==> src/rtl/mgch_pkg.sv <==
// ----------------------------------------------------------------------------
// mgch_pkg: shared constants and types
// Field widths, register indexes, gain binning constants and the divider
// request/response types of the multi-gate charge histogrammer.
// ----------------------------------------------------------------------------
package mgch_pkg;

   localparam int unsigned SPW_DEFAULT        = 1024;
   localparam int unsigned GATE_COUNT_DEFAULT = 5;

   localparam int unsigned HIST_BINS = 200;
   localparam int unsigned ADC_BITS  = 12;

   localparam int unsigned SAMPLE_W  = 12;
   localparam int unsigned CFG_W     = 10;
   localparam int unsigned CSR_IDX_W = 4;
   localparam int unsigned SUM_W     = 22;
   localparam int unsigned CHARGE_W  = 36;
   localparam int unsigned GIDX_W    = 3;
   localparam int unsigned BIN_W     = 8;
   localparam int unsigned MODE_W    = 7;
   localparam int unsigned COUNT_W   = 32;

   // register indexes
   localparam logic [CSR_IDX_W-1:0] REG_TRIGGER_DELAY  = 4'd0;
   localparam logic [CSR_IDX_W-1:0] REG_BASELINE_WIDTH = 4'd1;
   localparam int unsigned          REG_GATE0          = 2;

   localparam int unsigned GATE_BASE_WIDTH = 25;
   localparam int unsigned TRIG_RESET      = 105;
   localparam int unsigned BW_RESET        = 50;

   // operation and result kind codes
   localparam logic OP_SAMPLE   = 1'b0;
   localparam logic OP_REPORT   = 1'b1;
   localparam logic KIND_CHARGE = 1'b0;
   localparam logic KIND_MODE   = 1'b1;

   // peak window of the mode search
   localparam int unsigned PEAK_LO = (13 * HIST_BINS) / 55 - 1;
   localparam int unsigned PEAK_HI = (25 * HIST_BINS) / 55 - 1;

   // gain = (1000*charge + 819200*bw) / (DEN_SCALE*bw)
   localparam int unsigned GAIN_SCALE  = 1000;
   localparam int unsigned GAIN_OFFSET = 819200;
   localparam int unsigned DEN_SCALE   = 9011200 / HIST_BINS;

   // shared multiplier and divider widths
   localparam int unsigned MUL_A_W = 37;
   localparam int unsigned MUL_B_W = 11;
   localparam int unsigned PROD_W  = 48;
   localparam int unsigned QUOT_W  = 8;
   localparam int unsigned DEN_W   = 26;
   localparam int unsigned NUM_W   = DEN_W + QUOT_W;

   typedef struct packed {
      logic              start;
      logic [NUM_W-1:0]  numer;
      logic [DEN_W-1:0]  denom;
   } div_req_type;

   typedef struct packed {
      logic              done;
      logic [QUOT_W-1:0] quot;
   } div_rsp_type;

endpackage

==> src/rtl/mgch_div.sv <==
// ----------------------------------------------------------------------------
// mgch_div: iterative restoring divider
// Produces a QUOT_W-bit quotient, one bit per cycle, for a numerator known
// to be below denom << QUOT_W.
// ----------------------------------------------------------------------------
module mgch_div import mgch_pkg::*; (
   input  logic        clock,
   input  logic        reset,
   input  div_req_type req,
   output div_rsp_type rsp
);

   localparam int unsigned CW = $clog2(QUOT_W);

   logic [NUM_W-1:0]  rem_ff, rem_in;
   logic [DEN_W-1:0]  den_ff, den_in;
   logic [QUOT_W-1:0] quot_ff, quot_in;
   logic [CW-1:0]     cnt_ff, cnt_in;
   logic              busy_ff, busy_in;
   logic              done_ff, done_in;
   logic [NUM_W-1:0]  shifted;
   logic [NUM_W:0]    trial;

   assign shifted = NUM_W'(den_ff) << cnt_ff;
   assign trial   = {1'b0, rem_ff} - {1'b0, shifted};

   always_comb begin
      rem_in  = rem_ff;
      den_in  = den_ff;
      quot_in = quot_ff;
      cnt_in  = cnt_ff;
      busy_in = busy_ff;
      done_in = 1'b0;
      if (req.start) begin
         rem_in  = req.numer;
         den_in  = req.denom;
         quot_in = '0;
         cnt_in  = CW'(QUOT_W - 1);
         busy_in = 1'b1;
      end else if (busy_ff) begin
         // take the reduced remainder and set the quotient bit when the shifted divisor fits
         if (!trial[NUM_W]) begin
            rem_in          = trial[NUM_W-1:0];
            quot_in[cnt_ff] = 1'b1;
         end
         if (cnt_ff == '0) begin
            busy_in = 1'b0;
            done_in = 1'b1;
         end else begin
            cnt_in = cnt_ff - 1'b1;
         end
      end
   end

   always_ff @(posedge clock) begin
      if (reset) begin
         busy_ff <= 1'b0;
         done_ff <= 1'b0;
      end else begin
         busy_ff <= busy_in;
         done_ff <= done_in;
      end
      rem_ff  <= rem_in;
      den_ff  <= den_in;
      quot_ff <= quot_in;
      cnt_ff  <= cnt_in;
   end

   assign rsp.done = done_ff;
   assign rsp.quot = quot_ff;

endmodule

==> config.mk <==
export PLATFORM = sky130hd
export DESIGN_NAME = mgch_div
export DESIGN_NICKNAME = d
export VERILOG_FILES = /design/src/rtl/mgch_pkg.sv /design/src/rtl/mgch_div.sv
export SDC_FILE = /design/constraint.sdc
export NUM_CORES = 1
export LEC_CHECK = 0
export CAP_MARGIN = 20
export CORE_UTILIZATION = 35
export DETAILED_ROUTE_END_ITERATION = 16
export DONT_BUFFER_PORTS = 1
export GPL_TIMING_DRIVEN = 0
export PLACE_DENSITY_LB_ADDON = 0.1
export SYNTH_ARGS = -nofsm -noshare
export SYNTH_HDL_FRONTEND = slang
export SYNTH_SLANG_ARGS = --single-unit
export TNS_END_PERCENT = 1
==> constraint.sdc <==
create_clock -name clock -period 8.2 [get_ports clock]
set_input_delay 2.46 -clock clock [delete_from_list [all_inputs] [get_ports clock]]
set_output_delay 2.46 -clock clock [all_outputs]
set_load 0.03 [all_outputs]
==> results.md <==
- Die H: 126 um
- Antenna violations before repair: 0
- Ant. Diodes: 0
- Worst R2R End: rem_ff[20]
- CTS tree: built
- Worst reg2reg path depth: 17
- Library cells used by synthesis: between 60 and 70
- Worst min-delay path startpoint: busy_ff
- Dpl hpwl: 11.2 mm
- Setup violators final: 0
- Mapped Area: 5400 um2
- Syn Nets: between 600 and 700
- Synth Area in XOR/XNOR: 0.0487
- Post-CTS Resized: 0
- Drt wl/cell: 19.8 um
- Peak per-stage delay on the critical path: 0.56 ns
- Vias per std cell: 5.69
- CP Data Arrival Time: 5.12 ns
- IO Pins: 72
- Initial Util: 0.356
- VDD IR max: 0.176 mV
- Post-CTS setup repair buffer count: 0
- PortBufs: 0
- Top_reg_cell synth: edfxtp_1
- Die ar.: 15900 um2
- Hold Path Class: reg -> reg
- RSZ-0062 raised after global routing: false
- Synthesized instance count: 534
- TritonCTS Buffers: 9
- Residual DRC: 0
- Vias in the first global route: between 4k and 5k
- Starting DRT DRC Count: 292
- Synth Area in Simple Gates: 0.124
- Register bit count reported by yosys: 73
- Synth area leader: edfxtp_1
- WP buf/inv: 5
- CTS H-tree lvls: 3
- WP data required: between 8 and 9 ns
- Ranking of synthesized cells by area: edfxtp_1, ha_1, mux4_2
- Top delay family on crit path: compound AO/OA/AOI/OAI gates
- Period Utilization, post-route: 0.618
- Least-Margin Pin Slew: around 0.79 ns
- Crit path time final: 5.07 ns
- Crit-path slowest cell: o21ai_4
- FF-to-FF Start: cnt_ff[0]
- Post-synthesis mux area share: 0.133
- Max-cap violations: 0
- Tot Pwr: 1950 uW
- Tot GR Track Use: 0.190
- Yosys top cell area share: 0.334
- Hold path cells: 2
- Syn avg cell area: slightly above 10 um2
- Remaining antenna violation count: 0
- Clock sinks: 73
- Share of post-route cells with drive strength above 1: 0.120
- Via count: approximately 4.2k
- CTS root buf: clkbuf_16
- Fin. max-slew vios: 0
- Worst Path Max Fanout: 18
- Slew margin rel.: 0.474
- Routability Congestion: 0.859
- Core area: roughly 15000 um2
- Pre-Repair DR Iteration Count: 5
- Post-synth top cells: nand2_1, edfxtp_1, a21oi_1
- Hold EP: quot_ff[0]
- Most frequent cell on the critical path: o21ai_2
- Drt total wl: 14.6 mm
- Clk_lat worst skew: roughly 0.35 ns
- Final Hold Vio Count: 0
- Power Density: 327 nW/um2
- Die Width: 126 um
- Setup Total Neg Slack: 0 ns
- Final Skew: 0.0115 ns
- Largest family of logic cells by synthesized area: compound AO/OA/AOI/OAI gates
- Most frequent cell after synthesis: nand2_1
- Number of flops mapped to enable cells by yosys: 60
- Pin count of the biggest net entering global routing: 31
- CP Class: reg -> reg
- Synthesis Warnings: 0
- Grt ovf: 0
- First-pass GRT wire length: 22.8 mm
- Row Count: 45
- Status: complete, no violations
- Fmax: 197 MHz
- Setup crit end kind: flop
- Crit-path cells: buf_2 -> clkbuf_1 -> buf_1 -> nor4b_1 -> ha_1 -> fa_1 -> nand2b_1 -> a21oi_2 -> o21ai_2 -> o21ai_2 -> nand4_2 -> a31oi_2 -> nor2_2 -> o21a_1 -> buf_6 -> o21ai_4 -> buf_16
- Seq/Total Area, Yosys: 0.382
- Hold buffers post-CTS: 0
- Max clock buf depth: 2
- Area delta synth->final: 10.4%
- Post-synthesis adder-cell area fraction: 0.0848
- Clk pin slew, worst setup/hold paths: 0.06 ns
- Flop-to-flop setup slack: 3.13 ns
- Async SR Flop Fraction: 0
- Startpoint Class: flop
- Synth Area in Compound Gates: 0.188
- LEAKAGE: 0.00240 uW
- Nets: 645
==> area by class of cell <==
type | instances | area (um2)
plain buffers | 34 | 145
clock buffers | 11 | 254
clock inverters | 5 | 35.0
fillers | 1493 | 9180
inverters | 17 | 63.8
multi-input cells | 410 | 3140
flip-flops and latches | 73 | 2060
well taps | 188 | 235
repair buffers | 1 | 27.5
==> worst max path at each step <==
stage	startpoint	cells after the start	end
floorplan	cnt_ff[0]	16	rem_ff[0]
detailed placement	cnt_ff[0]	17	rem_ff[17]
CTS	cnt_ff[0]	17	rem_ff[20]
global route	cnt_ff[0]	17	rem_ff[20]
finish	cnt_ff[0]	17	rem_ff[20]
global placement	cnt_ff[0]	16	rem_ff[17]
==> kinds of logic after synthesis <==
family          count (synthesis)
compound gates                151
xor+xnor                       30
buf+inv                        51
simple gates                  143
flops                          73
fa+ha+maj                      36
mux                            50
==> layer usage <==
metal / share of wire / routed length (um) / up-vias / global-route usage
met5: 0 / 0 / - / 0
met4: 0.016 / 231 / 0 / 0.0609
met3: 0.050 / 729 / 14 / 0.0438
met2: 0.46 / 6740 / 115 / 0.302
met1: 0.47 / 6920 / 2043 / 0.255
li1: - / - / 2031 / -
==> metrics by stage <==
| step | cell area, um2 | hold WS [ns] | cells | utilization | setup WS [ns] |
|---|---|---|---|---|---|
| 6_report | 5960 | 0.546 | 739 | 0.394 | 3.13 |
| 4_1_cts | 5960 | 0.544 | 739 | 0.394 | 3.04 |
| 3_5_place_dp | 5670 | 0.527 | 723 | 0.375 | 3.05 |
| 3_3_place_gp | 5630 | 0.531 | 722 | 0.372 | 1.02 |
| 2_1_floorplan | 5400 | 0.480 | 534 | - | 3.02 |
| 5_1_grt | 5960 | 0.591 | 739 | 0.394 | 2.80 |
==> flip-flops by register name (all words and copies together) (netlist names) <==
signal,flops
rem_ff,34
den_ff,26
cnt_ff,3
busy_ff,1
done_ff,1
quot_ff,8
==> placed cells by master, fill, tap and decap left out, types with 6 or more instances in the layout <==
master	n
edfxtp_1	60
xor2_1	15
a21o_1	9
o21ai_1	9
a21oi_1	41
inv_1	16
nand4_1	6
nand2_1	70
mux2i_1	28
nand2b_1	10
nand3_1	12
ha_1	35
dfxtp_1	13
xnor2_1	15
mux4_2	17
clkbuf_1	24
clkbuf_16	10
nor2_1	20
o21ai_0	35
==> power by group <==
| part | total, uW | internal (uW) | switching (uW) | leakage (uW) |
|---|---|---|---|---|
| combinational | 996 | 407 | 589 | 0.00155 |
| clock | 393 | 225 | 168 | 0.000146 |
| sequential | 563 | 517 | 46.5 | 0.000705 |
==> worst register-to-register path, stage by stage, from the launching register on <==
cell	delay [ns]
dfxtp_1	0.30
buf_2	0.28
clkbuf_1	0.42
buf_1	0.49
nor4b_1	0.12
ha_1	0.24
fa_1	0.40
nand2b_1	0.19
a21oi_2	0.18
o21ai_2	0.10
o21ai_2	0.28
nand4_2	0.16
a31oi_2	0.30
nor2_2	0.09
o21a_1	0.22
buf_6	0.15
o21ai_4	0.57
buf_16	0.25
Power figures use the tool's default switching activity.
